--- config.mk ---
export PLATFORM = sky130hd
export DESIGN_NAME = mpa_mac_lane
export DESIGN_NICKNAME = d
export VERILOG_FILES = /design/src/rtl/mpa_pkg.sv /design/src/rtl/mpa_mac_lane.sv
export SDC_FILE = /design/constraint.sdc
export NUM_CORES = 2
export LEC_CHECK = 0
export BUFFER_PORTS_ARGS = -buffer_cell sky130_fd_sc_hd__buf_2
export CAP_MARGIN = 10
export CORE_ASPECT_RATIO = 1.1
export CORE_MARGIN = 5
export CORE_UTILIZATION = 45
export DETAILED_ROUTE_END_ITERATION = 12
export GPL_ROUTABILITY_DRIVEN = 0
export PLACE_DENSITY_LB_ADDON = 0.12
export SLEW_MARGIN = 30
export SYNTH_ARGS = -nofsm -noshare
export SYNTH_HDL_FRONTEND = slang
export SYNTH_SLANG_ARGS = --single-unit
--- constraint.sdc ---
create_clock -name clk -period 8.1 [get_ports clk]
set_clock_uncertainty 0.05 [all_clocks]
set_input_delay 0.405 -clock clk [delete_from_list [all_inputs] [get_ports clk]]
set_output_delay 0.405 -clock clk [all_outputs]
set_load 0.02 [all_outputs]
--- src/rtl/mpa_pkg.sv ---
// ----------------------------------------------------------------------------
// mpa_pkg
// Shared constants and types for the power accumulator.
// ----------------------------------------------------------------------------
package mpa_pkg;

  localparam int RING_WRAP_DEF    = 21;
  localparam int SAMPLE_WIDTH_DEF = 24;

  localparam int SUM_W = 64;
  localparam int CNT_W = 32;

  // Interpolation weights, in 1/128 units
  localparam int WEIGHT_FAR   = 60;
  localparam int WEIGHT_NEAR  = 68;
  localparam int WEIGHT_SHIFT = 7;
  localparam int WEIGHT_W     = 8;

  // Stage controls handed to each multiply-accumulate lane
  typedef struct packed {
    logic load_prod;
    logic load_sum;
    logic restart;
  } mac_ctl_t;

endpackage

--- src/rtl/mpa_mac_lane.sv ---
// ----------------------------------------------------------------------------
// mpa_mac_lane
// One multiply-accumulate lane: registered product, then 64-bit running sum.
// ----------------------------------------------------------------------------
module mpa_mac_lane #(
  parameter int SAMPLE_WIDTH = 24
) (
  input  logic                           clk,
  input  logic                           rst_n,
  input  mpa_pkg::mac_ctl_t              ctl,
  input  logic signed [SAMPLE_WIDTH-1:0] op_a,
  input  logic signed [SAMPLE_WIDTH-1:0] op_b,
  output logic [mpa_pkg::SUM_W-1:0]      sum
);
  import mpa_pkg::*;

  localparam int PROD_W = 2 * SAMPLE_WIDTH;

  logic signed [PROD_W-1:0] prod;
  logic [SUM_W-1:0]         prod_r;
  logic [SUM_W-1:0]         sum_r;
  logic [SUM_W-1:0]         sum_nxt;

  assign prod = op_a * op_b;

  always_ff @(posedge clk) begin
    if (ctl.load_prod) begin
      prod_r <= {{(SUM_W-PROD_W){prod[PROD_W-1]}}, prod};
    end
  end

  always_comb begin
    sum_nxt = ctl.restart ? prod_r : sum_r + prod_r;
  end

  always_ff @(posedge clk) begin
    if (!rst_n) begin
      sum_r <= '0;
    end else if (ctl.load_sum) begin
      sum_r <= sum_nxt;
    end
  end

  assign sum = sum_r;

endmodule
==> flow_metrics.tcl <==
set metrics [dict create \
    cp_max_fo 17 \
    grt_max_degree 88 \
    cts.sinks 112 \
    dpl_cell_area_mm2 0.0304 \
    num_vias 21800 \
    ys.flop_type "dfxtp_1" \
    antenna_found_initial 1 \
    tightest_slew_ns 0.911 \
    track_usage_pct 23.6 \
    ys_warn_count 0 \
    finalWirelength_um 80700 \
    synthToLayoutAreaGrowth_pct 6.28 \
    rows 97 \
    syn-num-nets 4049 \
    synth_edf_count 48 \
    io_pins 117 \
    post_drt_wl_per_cell_um 19.8 \
    arrival_ns 7.63 \
    dieHeight_um 276 \
    final_nets 4085 \
    route.detailed.drc 0 \
    finalHoldViolations 0 \
    setup_slack_ns 0.532 \
    viasPerCell 5.35 \
    fin_crit_ns 7.57 \
    grt_pass1_vias 23600 \
    finalInstanceArea_mm2 0.0307 \
    synth_area_mm2 0.0289 \
    cts_buffer_depth 2 \
    fmax_mhz 132 \
    coreArea_mm2 0.0636 \
    grt_pass1_wl_um 129000 \
    fin_crit_sh_pct 93.4 \
    cts.clk_slew.worst_paths_ns 0.08 \
    setup_viol 0 \
    first_iter_violations 1368 \
    yosysSeqAreaShare_pct 9.43 \
    hold_ws_ns 0.370 \
    setup_tns_ns 0 \
    synth_seq_cells 112 \
    drv_slew 0 \
    htreeDepth 3 \
    cts_tree "yes" \
    crit_type "in -> reg" \
    cp.required_ns 8.17 \
    die_w_um 251 \
    num_antenna_cells 0 \
    synth_area_per_cell_um2 9.05 \
    numCtsBuffers 9 \
    dieArea_mm2 0.0693 \
    outcome "finished, final reports clean" \
    clk_latency_ns 0.37 \
    drt_first_pass_iters 5 \
    port_buffers 116 \
    critPathLaunchType "primary input" \
    synth_cells 3191 \
    rsz0062_at_grt "false" \
    cts_root_buffer "clkbuf_16" \
    ys_async_sr_fraction_pct 0 \
    synth_cell_types 77 \
    postRouteAntennaNets 0 \
    cap_viol_max_count 0 \
    preCtsSetupSlack_ns 0.0441 \
    relSlewSlack_pct 39.2 \
    final_layout_size_suffix_gt1_share_pct 6.37 \
    hold_path_class "in -> reg" \
    grt-ovfl-total 0 \
    initial_core_util_pct 45.4 \
    critPathCaptureType "flip-flop" \
    place.detailed.hpwl_um 65500 \
]
## registers in the layout (all words and copies together) (netlist names)
| register | cells |
|---|---|
| sum | 64 |
| prod_r | 48 |
## final cells by class
class	count	area, µm²
multi-input cells	2290	23200
fillers	6121	32900
well taps	841	1050
flip-flops and latches	112	2720
clock buffers	10	250
inverters	649	2440
repair buffers	165	966
clock inverters	6	73.8
## kinds of logic (layout without fill, tap and decap cells)
family          count (synthesis)  count (layout)  share of synthesized area, %
xor+xnor                      103             103                          3.13
compound gates                470             470                          10.6
mux                            14              14                         0.490
buf+inv                       789             830                          10.3
fa+ha+maj                     805             805                          50.7
simple gates                  898             898                          15.4
flops                         112             112                          9.43
## path summary, 6_finish.rpt
| kind | from | end | slack, ns | cells past startpoint |
|---|---|---|---|---|
| worst max-delay path | op_a[17] | prod_r[46] | 0.53 | 27 |
| worst min-delay path | ctl[1] | sum[45] | 0.37 | 2 |
| worst min register to register | sum[7] | sum[7] | 0.46 | 1 |
| worst max register to register | prod_r[0] | sum[60] | 4.01 | 14 |
## cells in the final DEF (no fill, tap or decap), types with 5 or more instances in the layout
| cell type | count |
|---|---|
| o41ai_1 | 5 |
| o21ai_0 | 96 |
| nand3_1 | 21 |
| ha_1 | 197 |
| clkbuf_16 | 10 |
| nor3_1 | 22 |
| xor2_1 | 30 |
| nand4_1 | 15 |
| xnor2_1 | 73 |
| o211a_1 | 22 |
| a21oi_1 | 154 |
| o31ai_1 | 13 |
| edfxtp_1 | 48 |
| a31oi_1 | 14 |
| a21o_1 | 45 |
| nand2b_1 | 22 |
| nand2_1 | 382 |
| o31a_1 | 6 |
| a211oi_1 | 12 |
| and2_1 | 278 |
| nor2_1 | 93 |
| nor4_1 | 5 |
| o21bai_1 | 22 |
| o221a_2 | 5 |
| nand4b_1 | 5 |
| fa_1 | 608 |
| and3_1 | 12 |
| nor2b_1 | 16 |
| dfxtp_1 | 64 |
| mux2i_1 | 13 |
| inv_1 | 648 |
| o211ai_1 | 20 |
| o21a_1 | 12 |
| buf_4 | 50 |
| buf_2 | 114 |
## layer usage
layer	part of all wire, %	global-route usage [%]	up-vias
met4	2.5	5.57	0
met2	48	39.8	686
met3	5.7	2.81	118
li1	-	-	9962
met1	44	32.9	11000
met5	0	0	-
## worst max-delay path, cell delays in order
cell       delay [ns]
buf_2            0.44
buf_4            0.28
nand2_1          0.08
fa_1             0.52
inv_1            0.06
fa_1             0.49
inv_1            0.05
fa_1             0.50
fa_1             0.52
inv_1            0.06
fa_1             0.49
fa_1             0.48
inv_1            0.05
fa_1             0.47
inv_1            0.04
ha_1             0.35
a21o_1           0.20
a21o_1           0.20
a21o_1           0.21
a211o_1          0.27
a21oi_1          0.33
nand4b_1         0.17
nand2_1          0.11
o2111ai_1        0.29
nand2_1          0.15
a41oi_1          0.26
xnor2_1          0.11
## Yosys cell counts (all sizes together), types with 14 or more instances
cell type,n,area [µm²]
xnor2,73,639
inv,648,2430
nand4,15,93.8
nand2b,22,138
nand2,382,1430
a31oi,14,87.6
clkbuf,127,477
nor2,93,349
o211ai,21,163
edfxtp,48,1440
and2,278,1740
fa,608,12200
a21oi,155,780
dfxtp,64,1280
nor2b,17,109
o21ai,99,495
o21bai,22,165
xor2,30,263
nor3,22,110
ha,197,2460
nand3,21,105
a21o,45,338
o211a,22,220
## through the flow
step	cells	utilization (%)
floorplan	3191	-
global placement	4056	47.7
detailed placement	4057	47.7
CTS	4073	48.2
global route	4073	48.2
finish	4073	48.2
## repair_timing
action | in CTS | in global routing
hold buffers | 0 | 0
endpoints found under the setup margin | 0 | 1
buffers inserted | 0 | 0
resized for setup | 0 | 1
Power is left out: the tool's default activity adds up to more than one toggle a clock period on the data nets, which glitch-free logic cannot reach.
