`src/rtl/mpa_pkg.sv`:
```
// ----------------------------------------------------------------------------
// mpa_pkg
// Shared constants and types for the power accumulator.
// ----------------------------------------------------------------------------
package mpa_pkg;

  localparam int RING_WRAP_DEF    = 21;
  localparam int SAMPLE_WIDTH_DEF = 24;

  localparam int SUM_W = 64;
  localparam int CNT_W = 32;

  // Interpolation weights, in 1/128 units
  localparam int WEIGHT_FAR   = 60;
  localparam int WEIGHT_NEAR  = 68;
  localparam int WEIGHT_SHIFT = 7;
  localparam int WEIGHT_W     = 8;

  // Stage controls handed to each multiply-accumulate lane
  typedef struct packed {
    logic load_prod;
    logic load_sum;
    logic restart;
  } mac_ctl_t;

endpackage

```
`src/rtl/mpa_tap_cell.sv`:
```
// ----------------------------------------------------------------------------
// mpa_tap_cell
// One sample of the delay line; loads its left neighbor on each shift.
// ----------------------------------------------------------------------------
module mpa_tap_cell #(
  parameter int SAMPLE_WIDTH = 24
) (
  input  logic                           clk,
  input  logic                           rst_n,
  input  logic                           shift_en,
  input  logic signed [SAMPLE_WIDTH-1:0] tap_in,
  output logic signed [SAMPLE_WIDTH-1:0] tap_out
);

  logic signed [SAMPLE_WIDTH-1:0] tap_r;

  always_ff @(posedge clk) begin
    if (!rst_n) begin
      tap_r <= '0;
    end else if (shift_en) begin
      tap_r <= tap_in;
    end
  end

  assign tap_out = tap_r;

endmodule

```
`src/rtl/mpa_phase_shifter.sv`:
```
// ----------------------------------------------------------------------------
// mpa_phase_shifter
// Quarter-period shifter: a chain of tap cells and a two-tap interpolator.
// ----------------------------------------------------------------------------
module mpa_phase_shifter #(
  parameter int RING_WRAP    = 21,
  parameter int SAMPLE_WIDTH = 24
) (
  input  logic                           clk,
  input  logic                           rst_n,
  input  logic                           shift_en,
  input  logic signed [SAMPLE_WIDTH-1:0] sample_in,
  output logic signed [SAMPLE_WIDTH-1:0] shifted
);
  import mpa_pkg::*;

  localparam int NCELL = RING_WRAP - 1;
  localparam int PW    = SAMPLE_WIDTH + WEIGHT_W;
  localparam logic signed [PW-1:0] W_FAR  = PW'(WEIGHT_FAR);
  localparam logic signed [PW-1:0] W_NEAR = PW'(WEIGHT_NEAR);

  logic signed [SAMPLE_WIDTH-1:0] tap [NCELL+1];
  logic                           first_r;
  logic signed [PW-1:0]           far_ext;
  logic signed [PW-1:0]           near_ext;
  logic signed [PW-1:0]           prod_far;
  logic signed [PW-1:0]           prod_near;
  logic signed [PW-1:0]           sum_full;

  // The very first sample after reset enters the line as zero.
  always_ff @(posedge clk) begin
    if (!rst_n) begin
      first_r <= 1'b1;
    end else if (shift_en) begin
      first_r <= 1'b0;
    end
  end

  assign tap[0] = first_r ? '0 : sample_in;

  // tap[k] holds the sample from k transactions ago
  for (genvar k = 0; k < NCELL; k++) begin : g_cell
    mpa_tap_cell #(
      .SAMPLE_WIDTH(SAMPLE_WIDTH)
    ) u_cell (
      .clk      (clk),
      .rst_n    (rst_n),
      .shift_en (shift_en),
      .tap_in   (tap[k]),
      .tap_out  (tap[k+1])
    );
  end

  assign far_ext   = {{WEIGHT_W{tap[NCELL-1][SAMPLE_WIDTH-1]}}, tap[NCELL-1]};
  assign near_ext  = {{WEIGHT_W{tap[NCELL][SAMPLE_WIDTH-1]}}, tap[NCELL]};
  assign prod_far  = far_ext * W_FAR;
  assign prod_near = near_ext * W_NEAR;
  // floor of each weighted term, then sum; result always fits the sample width
  assign sum_full  = (prod_far >>> WEIGHT_SHIFT) + (prod_near >>> WEIGHT_SHIFT);
  assign shifted   = sum_full[SAMPLE_WIDTH-1:0];

endmodule

```
`config.mk`:
```
export PLATFORM = sky130hd
export DESIGN_NAME = mpa_phase_shifter
export DESIGN_NICKNAME = d
export VERILOG_FILES = /design/src/rtl/mpa_pkg.sv /design/src/rtl/mpa_tap_cell.sv /design/src/rtl/mpa_phase_shifter.sv
export SDC_FILE = /design/constraint.sdc
export NUM_CORES = 1
export LEC_CHECK = 0
export BUFFER_PORTS_ARGS = -buffer_cell sky130_fd_sc_hd__buf_2
export CORE_MARGIN = 10
export CORE_UTILIZATION = 50
export DETAILED_ROUTE_END_ITERATION = 16
export PLACE_DENSITY_LB_ADDON = 0.05
export SLEW_MARGIN = 20
export SYNTH_ARGS = -nofsm -noshare
export SYNTH_HDL_FRONTEND = slang
export SYNTH_HIERARCHICAL = 1
export SYNTH_SLANG_ARGS = --single-unit
```
`constraint.sdc`:
```
create_clock -name clk -period 6.4 [get_ports clk]
set_input_delay 0.64 -clock clk [delete_from_list [all_inputs] [get_ports clk]]
set_output_delay 0.64 -clock clk [all_outputs]
set_load 0.01 [all_outputs]
```
==> results summary <==
Setup repair after global routing could not meet its margin everywhere. In this run the biggest area consumer among cell types represents 40.24% of the synthesized area. The cell internal power dissipation came out at 4.873 mW. The power per unit of standard cell area is 233.8 nW/um2. The worst setup path is launched from a flip-flop. The biggest fanout along the worst timing path came out at 4. The mean number of vias per cell is 4.934. The deepest level of the CTS H-tree is 2.

TritonCTS built the clock tree. The power share of the sequential group is 49.2%. The async set or reset register ratio after synthesis came out at 0%. The average wire per standard cell is 13.43 um.

The post-synthesis instance area is 23930 um2. The global-route wire length before repair is 66.53 mm. The area of the die came out at 57010 um2.

The share of layout cells above drive strength 1 came out at 10.51%. The I/O pin count came out at 51. The core occupancy in the finished layout came out at 55.01%.

For this configuration, the core starts out at a cell density of 50.33%. The first-pass iteration count of the detailed router came out at 4. The number of design-rule violations left by the first detailed-router iteration came out at 756. The area of the placeable core is 47550 um2. The final routed wirelength across all metal layers is 38.67 mm. The number of antenna diodes is 0. Combinational logic burns 4.1% of the power. The number of nets in the synthesized netlist is 2408. The instance count of the mapped netlist came out at 2196. Summing all multi-input logic gate instances after layout gives 13060 um2. The number of buffers inserted by port buffering is 50. For the worst-skew pair, the clock arrives at the later sink with an insertion delay of 0.57 ns.

The min-delay analysis places its worst path in the category input pin to flip-flop. The layout filler cell count came out at 4165. The cts-stage hold buffer count is 0. The register-to-register setup slack came out at 5.02 ns. The kind of end point of the critical path is an output port. At the pin with the least slew margin, the transition time is 1.065 ns. Of the available clock period, the critical path in the final layout requires 99.45%.

The initialized floorplan defines 80 standard-cell rows. The signal arrival time at the worst endpoint came out at 5.72 ns. Clock-pin slew was measured on the worst setup and hold paths at 0.06 ns.

The longest clock path from root to sink contains 3 buffers. The most used flip-flop cell after synthesis is dfxtp_1. The post-detailed-route DRC marker count came out at 0. Timing would allow up to 157.1 MHz. Counting cells, the worst reg-to-reg path comes to 3.

Across the VDD grid, the largest voltage drop is 0.0001987 V. The reg-to-reg critical path startpoint is first_r$_SDFFE_PN1P_. The post-synthesis cell type with the largest combined area is dfxtp_1. Yosys printed 6 warnings. At the end of routability-driven placement, the weighted congestion stood at 0.7931. The number of sinks driven by the clock tree is 481. The total area of sequential cells came out at 9666 um2. The setup slack after layout is 0.03540 ns. On the final layout, the worst clock skew is 0.008148 ns.

The setup path with the least slack is of type flip-flop to output port. The vias after detailed routing is 14210. The total track usage came out at 13.41%. The remaining antenna violation count after routing came out at 0. The worst slew margin relative to its limit is 28.98%. The flow ran to the end, and the final reports show no timing, DRC or antenna violations. The number of hold violations in the final report is 0. The post-synthesis cell type count is 48. The final HPWL from detailed placement came out at 24.18 mm. The floorplan die height is 238.8 um. After synthesis the netlist holds a flip-flop and latch count of 481. The total overflow left after global routing is 0.

The relative area change from synthesis to final layout is 9.292%. The synthesized design contains 0 enable-type register cells. The cell sitting at the root of the clock tree is a clkbuf_16. The final number of setup-violating endpoints came out at 0. The number of maximum-capacitance violations is 0. The post-place setup slack came out at 0.1080 ns. The commonest cells after synthesis are nor2b_1 (509), dfxtp_1 (481), mux2i_1 (481). The clock period could shrink to 6.365 ns.

The number of antenna violations at the first check in global routing came to 0. The endpoint of the worst register-to-register path is g_cell[0].u_cell/tap_out[2]$_SDFFE_PN0P_. The final number of max-transition violations was 0. The most frequent cell after synthesis is nor2b_1. The share of the Yosys chip area taken by registers is 40.24%. The clock network power share came out at 46.7%. The largest net degree at the start of global routing came out at 251. The number of global-route vias before repair is 13640.

The number of buffers inserted during clock tree synthesis is 50. A synthesized cell averages 10.90 um2. The floorplan step set the die width to 238.8 um. The worst setup path endpoint is shifted[21]. In the post-synthesis netlist, the biggest area contributors are dfxtp_1 (40%), mux2i_1 (20%), nor2b_1 (13%). The most critical setup path has its startpoint at g_cell[18].u_cell/tap_out[7]$_SDFFE_PN0P_. In this run switching power makes up 20.32% of total power. The data required time of the worst path is 5.76 ns. The switching power is 1.243 mW. The leakage power came out at 11.62 nW. The number of nets in the layout is 2445.
==> kinds of logic after synthesis <==
kind of cell	share of synthesized area [%]
buf+inv	6.672
flops	40.24
fa+ha+maj	11.02
mux	20.17
xor+xnor	2.400
compound gates	4.011
simple gates	15.49
==> state kept, by name, summed over array words and instances, names as in the netlist <==
signal and flops:
g_cell.u_cell/tap_out 480, first_r 1
==> placed cells by master, fill, tap and decap left out, drive strengths merged, types with 2 or more instances in the layout <==
master and instances:
buf 87, dfxtp 481, nand2b 5, a211oi 6
bufinv 3, mux2i 481, o31a 2, o21a 11
nand4 2, clkinv 4, nor2 53, nand2 33
a31oi 6, nor2b 509, and3 3, a21oi 48
fa 43, nor3 12, o211ai 3, o21bai 7
xor2 18, and2 3, xnor2 45, nand3 7
o21ai 26, a21boi 2, a221oi 3, inv 110
or3 2, a21o 19, ha 142, a211o 3
clkbuf 77
==> cell type report <==
| cell class | count | area share [%] |
|---|---|---|
| Clock buffer | 77 | 5.837 |
| Multi-Input combinational cell | 1503 | 49.95 |
| Clock inverter | 7 | 0.4210 |
| Sequential cell | 481 | 36.96 |
| Inverter | 110 | 1.579 |
| Tap cell | 615 | 2.942 |
| Timing Repair Buffer | 87 | 2.316 |
==> stage by stage <==
stage / setup TNS [ns] / cells / hold WS [ns] / area, um2 / power [mW]
after floorplan: 0 / 2196 / 0.4737 / 23930 / 3.335
after global placement: 0 / 2771 / 0.4961 / 23910 / 3.327
final: 0 / 2880 / 0.4633 / 26150 / 6.115
after CTS: 0 / 2864 / 0.4268 / 25790 / 6.234
after global routing: -0.9555 / 2880 / 0.4445 / 26150 / 6.369
after detailed placement: 0 / 2771 / 0.5041 / 23910 / 3.327
==> worst min path at each step <==
| stage | from | endpoint | slack [ns] | cells past startpoint |
|---|---|---|---|---|
| floorplan | g_cell[19].u_cell/tap_out[0]$_SDFFE_PN0P_ | g_cell[19].u_cell/tap_out[0]$_SDFFE_PN0P_ | 0.47 | 2 |
| global placement | g_cell[10].u_cell/tap_out[21]$_SDFFE_PN0P_ | g_cell[10].u_cell/tap_out[21]$_SDFFE_PN0P_ | 0.50 | 2 |
| detailed placement | g_cell[5].u_cell/tap_out[0]$_SDFFE_PN0P_ | g_cell[5].u_cell/tap_out[0]$_SDFFE_PN0P_ | 0.50 | 2 |
| CTS | sample_in[22] | g_cell[0].u_cell/tap_out[22]$_SDFFE_PN0P_ | 0.43 | 4 |
| global route | sample_in[22] | g_cell[0].u_cell/tap_out[22]$_SDFFE_PN0P_ | 0.44 | 4 |
| finish | sample_in[21] | g_cell[0].u_cell/tap_out[21]$_SDFFE_PN0P_ | 0.46 | 4 |
==> what timing repair did <==
| item | 4_1_cts | 5_1_grt |
|---|---|---|
| gates resized for setup | 37 | 48 |
| setup buffers | 9 | 15 |
| endpoints found under the hold margin | 0 | 0 |
| pin swaps | 18 | 45 |
| setup endpoints to repair | 7 | 8 |
==> power by group through the flow <==
stage | clock, mW | combinational, mW | sequential [mW]
2_1_floorplan | 0 | 0.262 | 3.07
5_1_grt | 3.10 | 0.265 | 3.01
3_5_place_dp | 0 | 0.249 | 3.08
6_report | 2.86 | 0.248 | 3.01
4_1_cts | 2.97 | 0.250 | 3.01
3_3_place_gp | 0 | 0.249 | 3.08
==> critical path, stage by stage, from the launching register on <==
cell	delay [ns]
dfxtp_4	0.37
ha_4	0.24
fa_1	0.51
inv_1	0.06
fa_1	0.50
inv_1	0.06
ha_4	0.22
a211oi_4	0.22
nor2_2	0.07
o41ai_2	0.36
o21ai_1	0.15
and2_4	0.19
o21a_1	0.21
o21ai_2	0.13
a221oi_2	0.09
ha_1	0.33
a21o_1	0.18
a21o_1	0.16
a21oi_2	0.15
o21ai_1	0.10
a21oi_2	0.19
a221oi_4	0.10
o21a_1	0.21
nor2_2	0.09
xnor2_1	0.11
buf_2	0.15
==> per-layer routing <==
metal | wire (um) | vias to the layer above | global-route usage (%)
li1 | - | 7454 | -
met1 | 19510 | 6544 | 18.48
met2 | 17050 | 146 | 20.71
met3 | 1235 | 65 | 2.616
met4 | 875 | 0 | 4.272
met5 | 0 | - | 0
(Power assumes the default switching activity.)
